<file path="src/sv/voice_channel_allocator_unit_macros.svh">
// Assertion macros for the voice channel allocator.
// Taken in by the modules that carry concurrent checks; no other dependencies.
`ifndef VOICE_CHANNEL_ALLOCATOR_UNIT_MACROS_SVH
`define VOICE_CHANNEL_ALLOCATOR_UNIT_MACROS_SVH

// same-cycle implication, disabled while in reset
`define VCA_ASSERT_IMPL(label, clk, rst, ante, cons, msg) \
   label: assert property (@(posedge clk) disable iff (rst) (ante) |-> (cons)) else $error(msg);

// next-cycle implication, disabled while in reset
`define VCA_ASSERT_NEXT(label, clk, rst, ante, cons, msg) \
   label: assert property (@(posedge clk) disable iff (rst) (ante) |=> (cons)) else $error(msg);

`endif

</file>
<file path="src/sv/vca_pkg.sv">
// Shared types and constants for the voice channel allocator.
// Used by vca_ctrl, vca_datapath and the top level; no dependencies.
package vca_pkg;

   localparam int CFG_W  = 5;
   localparam int CHAN_W = 4;
   localparam logic [CFG_W-1:0] CFG_RESET = 5'd8;

   typedef enum logic [1:0] {
      FUNC_START    = 2'd0,
      FUNC_STOP_SRC = 2'd1,
      FUNC_RELEASE  = 2'd2,
      FUNC_STOP_ALL = 2'd3
   } func_type;

   typedef enum logic [1:0] {
      KIND_STOPPED  = 2'd0,
      KIND_GRANTED  = 2'd1,
      KIND_REJECTED = 2'd2,
      KIND_NO_ACTION = 2'd3
   } kind_type;

   typedef struct packed {
      func_type          func;
      logic [15:0]       source_id;
      logic [7:0]        sound_id;
      logic [7:0]        prio;
      logic [CHAN_W-1:0] chan_sel;
   } req_type;

   typedef struct packed {
      kind_type          kind;
      logic [CHAN_W-1:0] chan_out;
      logic [7:0]        sound_out;
      logic              last;
   } rsp_type;

   // controller to datapath
   typedef struct packed {
      logic load;
      logic match;
      logic stop_step;
      logic find;
      logic steal;
      logic grant;
      logic reject;
      logic noact;
   } cmd_type;

   // datapath to controller
   typedef struct packed {
      logic stop_any;
      logic stop_one;
      logic is_start;
      logic found;
      logic steal;
   } status_type;

endpackage

</file>
<file path="src/sv/vca_ctrl.sv">
// Sequencer for the voice channel allocator: one command item at a time.
// Depends on vca_pkg and the assertion macro header.
`include "voice_channel_allocator_unit_macros.svh"

module vca_ctrl import vca_pkg::*; (
   input  logic       clock,
   input  logic       reset,
   input  logic       start,
   output logic       busy,
   input  status_type status,
   output cmd_type    cmd
);

   typedef enum logic [6:0] {
      ST_IDLE  = 7'b0000001,
      ST_MATCH = 7'b0000010,
      ST_STOP  = 7'b0000100,
      ST_FIND  = 7'b0001000,
      ST_PICK  = 7'b0010000,
      ST_GRANT = 7'b0100000,
      ST_CLOSE = 7'b1000000
   } state_type;

   state_type state_ff, state_in;

   always_comb begin
      state_in = state_ff;
      cmd      = '0;
      case (state_ff)
         ST_IDLE: begin
            if (start) begin
               cmd.load = 1'b1;
               state_in = ST_MATCH;
            end
         end
         ST_MATCH: begin
            cmd.match = 1'b1;
            state_in  = ST_STOP;
         end
         ST_STOP: begin
            if (status.stop_any) begin
               cmd.stop_step = 1'b1;
               if (status.stop_one) begin
                  state_in = status.is_start ? ST_FIND : ST_IDLE;
               end
            end else begin
               // nothing to stop at all
               state_in = status.is_start ? ST_FIND : ST_CLOSE;
            end
         end
         ST_FIND: begin
            cmd.find = 1'b1;
            state_in = ST_PICK;
         end
         ST_PICK: begin
            if (!status.found) begin
               cmd.reject = 1'b1;
               state_in   = ST_IDLE;
            end else if (status.steal) begin
               cmd.steal = 1'b1;
               state_in  = ST_GRANT;
            end else begin
               cmd.grant = 1'b1;
               state_in  = ST_IDLE;
            end
         end
         ST_GRANT: begin
            cmd.grant = 1'b1;
            state_in  = ST_IDLE;
         end
         ST_CLOSE: begin
            cmd.noact = 1'b1;
            state_in  = ST_IDLE;
         end
         default: begin
            state_in = ST_IDLE;
         end
      endcase
   end

   always_ff @(posedge clock) begin
      if (reset) begin
         state_ff <= ST_IDLE;
      end else begin
         state_ff <= state_in;
      end
   end

   assign busy = (state_ff != ST_IDLE);

   `VCA_ASSERT_IMPL(a_idle_emits_nothing, clock, reset, !busy, !(cmd.stop_step || cmd.steal || cmd.grant || cmd.reject || cmd.noact), "result command issued while idle")

endmodule

</file>
<file path="src/sv/vca_datapath.sv">
// Channel table, scan vectors and result register for the allocator.
// Depends on vca_pkg and the assertion macro header; driven by vca_ctrl.
`include "voice_channel_allocator_unit_macros.svh"

module vca_datapath import vca_pkg::*; #(
   parameter int NUM_CHANNELS = 8
) (
   input  logic             clock,
   input  logic             reset,
   input  req_type          req_in,
   input  cmd_type          cmd,
   output status_type       status,
   input  logic             cfg_we,
   input  logic [CFG_W-1:0] cfg_wdata,
   output logic             rsp_valid,
   output rsp_type          rsp_out
);

   localparam int IdxW = (NUM_CHANNELS > 1) ? $clog2(NUM_CHANNELS) : 1;
   localparam logic [CFG_W-1:0] NumCh = CFG_W'(NUM_CHANNELS);

   function automatic logic [NUM_CHANNELS-1:0] first_one(input logic [NUM_CHANNELS-1:0] v);
      return v & (~v + NUM_CHANNELS'(1));
   endfunction

   function automatic logic [IdxW-1:0] encode(input logic [NUM_CHANNELS-1:0] oh);
      logic [IdxW-1:0] idx;
      idx = '0;
      for (int c = 0; c < NUM_CHANNELS; c++) begin
         if (oh[c]) idx = idx | IdxW'(c);
      end
      return idx;
   endfunction

   // table
   logic [NUM_CHANNELS-1:0] busy_ff, busy_in;
   logic [15:0]             source_ff [NUM_CHANNELS];
   logic [7:0]              sound_ff  [NUM_CHANNELS];
   logic [7:0]              prio_ff   [NUM_CHANNELS];

   logic [CFG_W-1:0]        cfg_ff;
   req_type                 req_ff;

   logic [NUM_CHANNELS-1:0] stop_mask_ff, stop_mask_in;
   logic [NUM_CHANNELS-1:0] prio_hit_ff;
   logic [NUM_CHANNELS-1:0] pick_ff;
   logic                    found_ff, steal_ff;

   logic                    rsp_valid_ff, rsp_valid_in;
   rsp_type                 rsp_ff, rsp_in;

   logic [CFG_W-1:0]        eff;
   logic [NUM_CHANNELS-1:0] inrange, match_v, rel_v, prio_hit, free_v;
   logic [NUM_CHANNELS-1:0] low, sel_oh;
   logic [IdxW-1:0]         sel_idx;
   logic                    stop_one;

   assign eff = (cfg_ff > NumCh) ? NumCh : cfg_ff;

   always_comb begin
      for (int c = 0; c < NUM_CHANNELS; c++) begin
         inrange[c]  = (CFG_W'(c) < eff);
         match_v[c]  = busy_ff[c] & inrange[c] & (source_ff[c] == req_ff.source_id);
         rel_v[c]    = busy_ff[c] & inrange[c] & (CHAN_W'(c) == req_ff.chan_sel);
         prio_hit[c] = inrange[c] & (prio_ff[c] >= req_ff.prio);
         free_v[c]   = ~busy_ff[c] & inrange[c];
      end
   end

   assign low      = first_one(stop_mask_ff);
   assign stop_one = ((stop_mask_ff & (stop_mask_ff - NUM_CHANNELS'(1))) == '0);
   assign sel_oh   = cmd.stop_step ? low : pick_ff;
   assign sel_idx  = encode(sel_oh);

   always_comb begin
      stop_mask_in = stop_mask_ff;
      if (cmd.match) begin
         case (req_ff.func)
            FUNC_START:    stop_mask_in = first_one(match_v);
            FUNC_STOP_SRC: stop_mask_in = first_one(match_v);
            FUNC_RELEASE:  stop_mask_in = rel_v;
            FUNC_STOP_ALL: stop_mask_in = busy_ff & inrange;
            default:       stop_mask_in = '0;
         endcase
      end else if (cmd.stop_step) begin
         stop_mask_in = stop_mask_ff & ~low;
      end
   end

   always_comb begin
      busy_in = busy_ff;
      if (cmd.stop_step) busy_in = busy_in & ~low;
      if (cmd.steal)     busy_in = busy_in & ~pick_ff;
      if (cmd.grant)     busy_in = busy_in | pick_ff;
   end

   always_comb begin
      rsp_valid_in = cmd.stop_step | cmd.steal | cmd.grant | cmd.reject | cmd.noact;
      rsp_in       = rsp_ff;
      if (cmd.stop_step || cmd.steal) begin
         rsp_in.kind      = KIND_STOPPED;
         rsp_in.chan_out  = CHAN_W'(sel_idx);
         rsp_in.sound_out = sound_ff[sel_idx];
         // only a stop-type command ends on a stopped item
         rsp_in.last      = cmd.stop_step & stop_one & (req_ff.func != FUNC_START);
      end else if (cmd.grant) begin
         rsp_in.kind      = KIND_GRANTED;
         rsp_in.chan_out  = CHAN_W'(sel_idx);
         rsp_in.sound_out = req_ff.sound_id;
         rsp_in.last      = 1'b1;
      end else if (cmd.reject || cmd.noact) begin
         rsp_in.kind      = cmd.reject ? KIND_REJECTED : KIND_NO_ACTION;
         rsp_in.chan_out  = '0;
         rsp_in.sound_out = '0;
         rsp_in.last      = 1'b1;
      end
   end

   always_ff @(posedge clock) begin
      if (reset) begin
         busy_ff      <= '0;
         cfg_ff       <= CFG_RESET;
         rsp_valid_ff <= 1'b0;
      end else begin
         busy_ff      <= busy_in;
         rsp_valid_ff <= rsp_valid_in;
         if (cfg_we) cfg_ff <= cfg_wdata;
      end
   end

   always_ff @(posedge clock) begin
      rsp_ff       <= rsp_in;
      stop_mask_ff <= stop_mask_in;
      if (cmd.load) req_ff <= req_in;
      if (cmd.match) prio_hit_ff <= prio_hit;
      if (cmd.find) begin
         // free channel first, else steal by priority
         pick_ff  <= (|free_v) ? first_one(free_v) : first_one(prio_hit_ff);
         found_ff <= (|free_v) | (|prio_hit_ff);
         steal_ff <= ~(|free_v);
      end
      if (cmd.grant) begin
         source_ff[sel_idx] <= req_ff.source_id;
         sound_ff[sel_idx]  <= req_ff.sound_id;
         prio_ff[sel_idx]   <= req_ff.prio;
      end
   end

   assign status.stop_any = |stop_mask_ff;
   assign status.stop_one = stop_one;
   assign status.is_start = (req_ff.func == FUNC_START);
   assign status.found    = found_ff;
   assign status.steal    = steal_ff;

   assign rsp_valid = rsp_valid_ff;
   assign rsp_out   = rsp_ff;

   `VCA_ASSERT_NEXT(a_grant_marks_busy, clock, reset, cmd.grant, (busy_ff & pick_ff) == pick_ff, "granted channel not marked busy")
   `VCA_ASSERT_NEXT(a_stop_gives_item, clock, reset, cmd.stop_step, rsp_valid_ff && (rsp_ff.kind == KIND_STOPPED), "stop step gave no stopped item")
   `VCA_ASSERT_IMPL(a_item_has_cause, clock, reset, rsp_valid_ff, $past(rsp_valid_in), "result item without a command")

endmodule

</file>
<file path="src/sv/voice_channel_allocator_unit.sv">
// Voice channel allocator: top level joining the sequencer and the channel table.
// Depends on vca_pkg, vca_ctrl and vca_datapath.
//
//  channel   ports                          handshake
//  --------  -----------------------------  -----------------------------------
//  command   start, busy, req_item          taken when start && !busy
//  result    rsp_strobe, rsp_item           strobe marks each item, cannot stall
//  config    csr_valid, csr_ready, csr_wdata written when csr_valid && csr_ready
//
// Start: stop the source's channel if any, then grant a free or stolen
// channel, or reject. Stop by source or release stops one channel, stop all
// each busy one; with nothing to stop, they give a no-action item.
// Each sequencer state handles one scan step or item. Results are registered.
// Synchronous reset frees every channel and sets the channel count to 8.
module voice_channel_allocator_unit import vca_pkg::*; #(
   parameter int NUM_CHANNELS = 8
) (
   input  logic             clock,
   input  logic             reset,
   input  logic             start,
   output logic             busy,
   input  req_type          req_item,
   output logic             rsp_strobe,
   output rsp_type          rsp_item,
   input  logic             csr_valid,
   output logic             csr_ready,
   input  logic [CFG_W-1:0] csr_wdata
);

   cmd_type    cmd;
   status_type status;

   assign csr_ready = 1'b1;

   vca_ctrl u_ctrl (
      .clock  (clock),
      .reset  (reset),
      .start  (start),
      .busy   (busy),
      .status (status),
      .cmd    (cmd)
   );

   vca_datapath #(
      .NUM_CHANNELS (NUM_CHANNELS)
   ) u_datapath (
      .clock     (clock),
      .reset     (reset),
      .req_in    (req_item),
      .cmd       (cmd),
      .status    (status),
      .cfg_we    (csr_valid & csr_ready),
      .cfg_wdata (csr_wdata),
      .rsp_valid (rsp_strobe),
      .rsp_out   (rsp_item)
   );

endmodule
</file>
<file path="config.mk">
export PLATFORM = sky130hd
export DESIGN_NAME = voice_channel_allocator_unit
export DESIGN_NICKNAME = d
export VERILOG_FILES = /design/src/sv/vca_pkg.sv /design/src/sv/vca_ctrl.sv /design/src/sv/vca_datapath.sv /design/src/sv/voice_channel_allocator_unit.sv
export VERILOG_INCLUDE_DIRS = /design/src /design/src/sv
export SDC_FILE = /design/constraint.sdc
export NUM_CORES = 1
export LEC_CHECK = 0
export ABC_AREA = 0
export BUFFER_PORTS_ARGS = -buffer_cell sky130_fd_sc_hd__buf_2
export CAP_MARGIN = 10
export CORE_ASPECT_RATIO = 0.8
export CORE_MARGIN = 4
export CORE_UTILIZATION = 50
export CTS_CLUSTER_SIZE = 25
export DETAILED_ROUTE_END_ITERATION = 7
export PLACE_DENSITY = 0.69
export RECOVER_POWER = 100
export SETUP_SLACK_MARGIN = 0.15
export SYNTH_ARGS = -nofsm -noshare
export SYNTH_HDL_FRONTEND = slang
export SYNTH_SLANG_ARGS = --single-unit
</file>
<file path="constraint.sdc">
create_clock -name clock -period 3.3 [get_ports clock]
set_input_delay 0.66 -clock clock [delete_from_list [all_inputs] [get_ports clock]]
set_output_delay 0.66 -clock clock [all_outputs]
set_load 0.1 [all_outputs]
</file>
; ---- Word level (Yosys, flattened, before mapping)
; Memory sizes are Yosys's and may differ from the RTL's.
; Index checks and enable logic that the tools add are counted.
[totals]
regBits = 99
mem_bits_rw = 256
in_bits = 47
out_inout_bits = 18
elab_cells = 203
n_memories = 3
[memory_table]
columns = memory, words, word_bits, rd, rd_clocked_by_memory_dff, wr, line
row1 = u_datapath.source_ff, 8, 16, 8, 0, 1, vca_datapath.sv:37  ; logic [15:0] source_ff [NUM_CHANNELS];
row2 = u_datapath.prio_ff, 8, 8, 8, 0, 1, vca_datapath.sv:39  ; logic [7:0] prio_ff [NUM_CHANNELS];
row3 = u_datapath.sound_ff, 8, 8, 1, 0, 1, vca_datapath.sv:38  ; logic [7:0] sound_ff [NUM_CHANNELS];
[classes]
n_addsub = 5
magnitude_cmp = 17
n_eq_ne = 28
mux = 44
bitwise_logic = 72
n_reduce_logical = 15
[op_table]
columns = op, count
row1 = == test 16 bit, 8
row2 = AND 8 bit, 9
row3 = >= comparator 8 bit, 8
row4 = 2-to-1 mux 8 bit, 7
row5 = inverter 8 bit, 6
row6 = AND 1 bit, 42
row7 = one-hot mux 7 bit (5 select lines), 1
row8 = "adder 8 x 1 -> 8 bit, second input constant", 4
row9 = 2-to-1 mux 14 bit, 2
row10 = 2-to-1 mux 7 bit, 4
row11 = one-hot mux 8 bit (3 select lines), 1
row12 = OR reduction 8 bit, 3
row13 = "less-than comparator 3 x 5 -> 1 bit, first input constant", 4
row14 = "== test 3 x 4 -> 1 bit, first input constant", 4
row15 = 2-to-1 mux 1 bit, 16
row16 = 2-to-1 mux 12 bit, 1
row17 = 2-to-1 mux 3 bit, 4
row18 = 2-to-1 mux 6 bit, 2
row19 = "less-than comparator 1 x 5 -> 1 bit, first input constant", 2
row20 = "less-than comparator 2 x 5 -> 1 bit, first input constant", 2
row21 = inverter 1 bit, 9
row22 = "== test 2 x 4 -> 1 bit, first input constant", 2
row23 = zero test 8 bit, 1
row24 = OR 8 bit, 1
row25 = 27 further kinds, 38

; ---- Logic depth before layout (Yosys ltp)
[logic_depth]
ltp_word = 13
mapped_depth = 11
depth_no_buf = 9

; ---- By module
; A second synthesis with hierarchy kept.
[unflattened]
cells_unflattened = 1106
area_unflattened_um2 = 15721.3
[modules_own_cells]
columns = mod, n_inst, cells_per_inst, area_per_inst_um2, seq_area_each_um2
row1 = vca_datapath, 1, 1046, 15262.1, 10289.9
row2 = vca_ctrl, 1, 58, 447.9, 140.1
row3 = voice_channel_allocator_unit, 1, 2, 11.3, 0.0

; ---- Least setup slack after synthesis
; No wires, ideal clock.
[synth_path]
path_type = flip-flop to flip-flop
start = register u_ctrl.state_ff[2]
end = register u_datapath.req_ff[0] (netlist bit), enable pin
setup_time_ns = 0.433
t_arrival_ns = 3.248
required_time_ns = 2.867
path_slack_ns = -0.381
stages_incl_launch_ff = 5
path_buffers = 0
synth_period_minus_slack_ns = 3.681
cell_sequence = dfxtp_1 -> nor2_1 -> nand3b_1 -> or4_1 -> nor2_1
[synth_lines]
columns = item, line
row1 = from (decl), vca_ctrl.sv:24  ; state_type state_ff, state_in;
row2 = from (signal assigned), vca_ctrl.sv:85  ; state_ff <= state_in;
row3 = to (signal assigned), vca_datapath.sv:134  ; if (cmd.load) req_ff <= req_in;
row4 = to (decl), vca_datapath.sv:42  ; req_type req_ff;

==> flow_summary.ini <==
[status]
outcome = complete, no violations

[placement]
port_buffers = 62
routabilityCongestion = 0.909
dpl.hpwl_um = 21900
place_area_um2 = 16600
place_inst = 1591

[route]
first_pass_iters = 5
drt-initial-drc-count = 723
drc = 0
avgRoutedWirePerCell_um = 20.1
wl_um = 33300
viasPerCell = 5.67
drtAntennaViolNets = 0
via_count = 9406

[clocking]
path_clk_slew_ns = 0.06
clock-sinks = 355
root_buffer = clkbuf_16
numCtsBuffers = 37
ctsHoldBuffers = 0
cts_tree = yes
cts_buffer_depth = 3
h-tree-depth = 2
worst_skew_pair.late_latency_ns = 0.54

[floorplan]
ioPinCount = 65
fp.dieW_um = 207
die_area_um2 = 34400
dieHeight_um = 167
row_count = 57
initial_core_util_pct = 51.3
fp.coreArea_um2 = 30700

[critical_path]
cp-end-kind = register
path_class = reg -> reg
crit_path_cell_trace = or4_1, nor3_4, or3_1, clkbuf_2, nand3_1, a21oi_1, nor4_1, o21ai_0
startpoint_type = register
cp.required_ns = 3.58
critPathBufInv = 1
max_stage_delay_ns = 0.67
slowest_stage = or4_1
crit_family = simple AND/OR/NAND/NOR gates
cp_max_fo = 25
worst_ep_arrival_time_ns = 3.41

[yosys]
synth_edf_count = 332
synth_cells = 1136
synthTopCellsByArea = edfxtp_1, ha_1, xnor2_1, dfxtp_1, a21oi_1
async_flop_share_pct = 0
synth_top_cell_by_area = edfxtp_1
synth_warnings = 0
synth_seq_cells = 355
yosysSeqAreaShare_pct = 66.2
synthFlopType = edfxtp_1
synth_common_cells = edfxtp_1, xnor2_1, nor2_1
ys_types = 76
synth_top_area_share_pct = 63.3
syn_area_um2 = 15800
synth.avg_cell_area_um2 = 13.9
syn-num-nets = 1247
yosysMostFrequentCell = edfxtp_1

[pwr]
sw_frac_of_total_pct = 21.8
ir_worst_vdd_mv = 0.420
netSwitchingPower_uw = 2120
p_seq_share_pct = 52.9
power.leakage_uw = 0.00596
pwr-share-comb_pct = 4.6
clkPwrFrac_pct = 42.4
p_int_uw = 7620
power_density_nw_per_um2 = 551

[final_layout]
finalInstanceArea_um2 = 17700
num-fill-cells = 2435
final_layout_size_suffix_gt1_share_pct = 11.4
final_util_pct = 57.5
multiInputGateArea_um2 = 4960
diodes = 0
seq_area_um2 = 10400
fin_cells = 1660
syn2layout_area_growth_pct = 12.2
final_nets = 1329

[grt]
antenna_found_initial = 1
grt_pass1_vias = 9012
grt_overflow = 0
grtUsageTotal_pct = 19.1
grt_max_degree = 34
grt_pass1_wl_um = 51500

[sta]
fin_crit_ns = 3.13
fin_worst_skew_ns = 0.0147
slew_violations = 0
rsz0062_at_grt = true
period_share_pct = 94.8
setup_viol_count_final = 0
setup_tns_ns = 0
hold_viol_final = 0
slew_headroom_pct = 2.57
tightest_slew_ns = 1.46
max_freq_ghz = 0.320

[worst_hold_path]
hold_path.class = in -> reg

[job]
maxCapViolations = 0
kinds of logic after synthesis:
| logic type | count (synthesis) | synth area share (%) |
|---|---|---|
| AOI/OAI and AO/OA | 217 | 8.40 |
| xor gates and xnor gates | 128 | 7.11 |
| adders and majority gates | 66 | 5.21 |
| buffers and inverters | 73 | 2.66 |
| DFF | 355 | 66.2 |
| muxes | 4 | 0.254 |
| other | 2 | 0.0476 |
| and+or+nand+nor | 291 | 10.1 |
metal layers:
| layer | share of wire, % | vias up | track usage, % |
|---|---|---|---|
| li1 | - | 4463 | - |
| met2 | 44 | 312 | 28.1 |
| met5 | 0 | - | 0 |
| met4 | 1.9 | 0 | 4.54 |
| met1 | 48 | 4580 | 30.0 |
| met3 | 6.6 | 51 | 3.23 |
flip-flops by register name, indices dropped and copies added (netlist names):
register / count
u_datapath.rsp_out: 14
u_datapath.pick_ff: 8
u_datapath.stop_mask_ff: 8
u_datapath.source_ff: 128
u_datapath.found_ff: 1
u_datapath.rsp_valid: 1
u_datapath.steal_ff: 1
u_datapath.req_ff: 38
u_datapath.cfg_ff: 5
u_datapath.prio_ff: 64
u_datapath.busy_ff: 8
u_ctrl.state_ff: 7
u_datapath.prio_hit_ff: 8
u_datapath.sound_ff: 64
path summary, 6_finish.rpt:
path,from,to,slack [ns],cells past startpoint
max,u_datapath.stop_mask_ff[1],u_datapath.rsp_out[4],0.17,8
min,req_item[9],u_datapath.req_ff[9],0.29,1
max reg2reg,u_datapath.stop_mask_ff[1],u_datapath.rsp_out[4],0.17,8
min reg2reg,u_datapath.rsp_out[14],u_datapath.rsp_out[14],0.48,1
area by class of cell:
class,instances,area share [%]
timing repair buffer,91,2.73
inverter,25,0.531
multi-input combinational,708,28.0
clock inverter,20,1.24
clock buffer,48,5.53
tap,413,2.92
sequential,355,59.0
power groups by stage:
stage,clock network (uW),registers (uW),logic [uW]
after global routing,4420,5170,513
after CTS,4220,5160,468
after detailed placement,0,5250,463
after global placement,0,5250,452
after floorplan,0,5160,369
final,4130,5160,451
placed cells by master, fill, tap and decap left out, types with 4 or more instances in the layout:
master     instances
buf_2             45
nand4_1           23
clkbuf_1          39
o21ai_0           59
bufinv_16          4
buf_4              8
a21oi_1           70
edfxtp_1         332
mux2i_1            4
nor2_4             8
nand2b_1          15
clkinv_2           6
xor2_1            38
ha_1              64
nor3_4             4
a32o_1             4
o31a_1             5
a22oi_1           11
nor2b_1           12
dfxtp_1           23
or4_1              7
nor3b_1            4
nor2_1            64
clkinv_1           7
or3_1              7
nand2_1           41
xnor2_1           90
nor4_1            25
nor3_1            19
o21ai_1           14
a21o_1            14
inv_1             24
a32oi_1            6
clkbuf_16         37
nand3_1           41
through the flow:
step / hold slack [ns] / power [uW] / setup WS (ns)
final: 0.294 / 9740 / 0.171
after floorplan: 0.488 / 5530 / -0.284
after detailed placement: 0.477 / 5710 / 0.282
after global placement: 0.451 / 5700 / 0.369
after global routing: 0.275 / 10100 / 0.0728
after CTS: 0.270 / 9840 / 0.277
what timing repair did:
action / 4_1_cts / 5_1_grt
setup buffers: 0 / 0
gates resized for setup: 0 / 2
setup endpoints to repair: 0 / 85
Note: power is estimated with default switching activity, not from simulation.
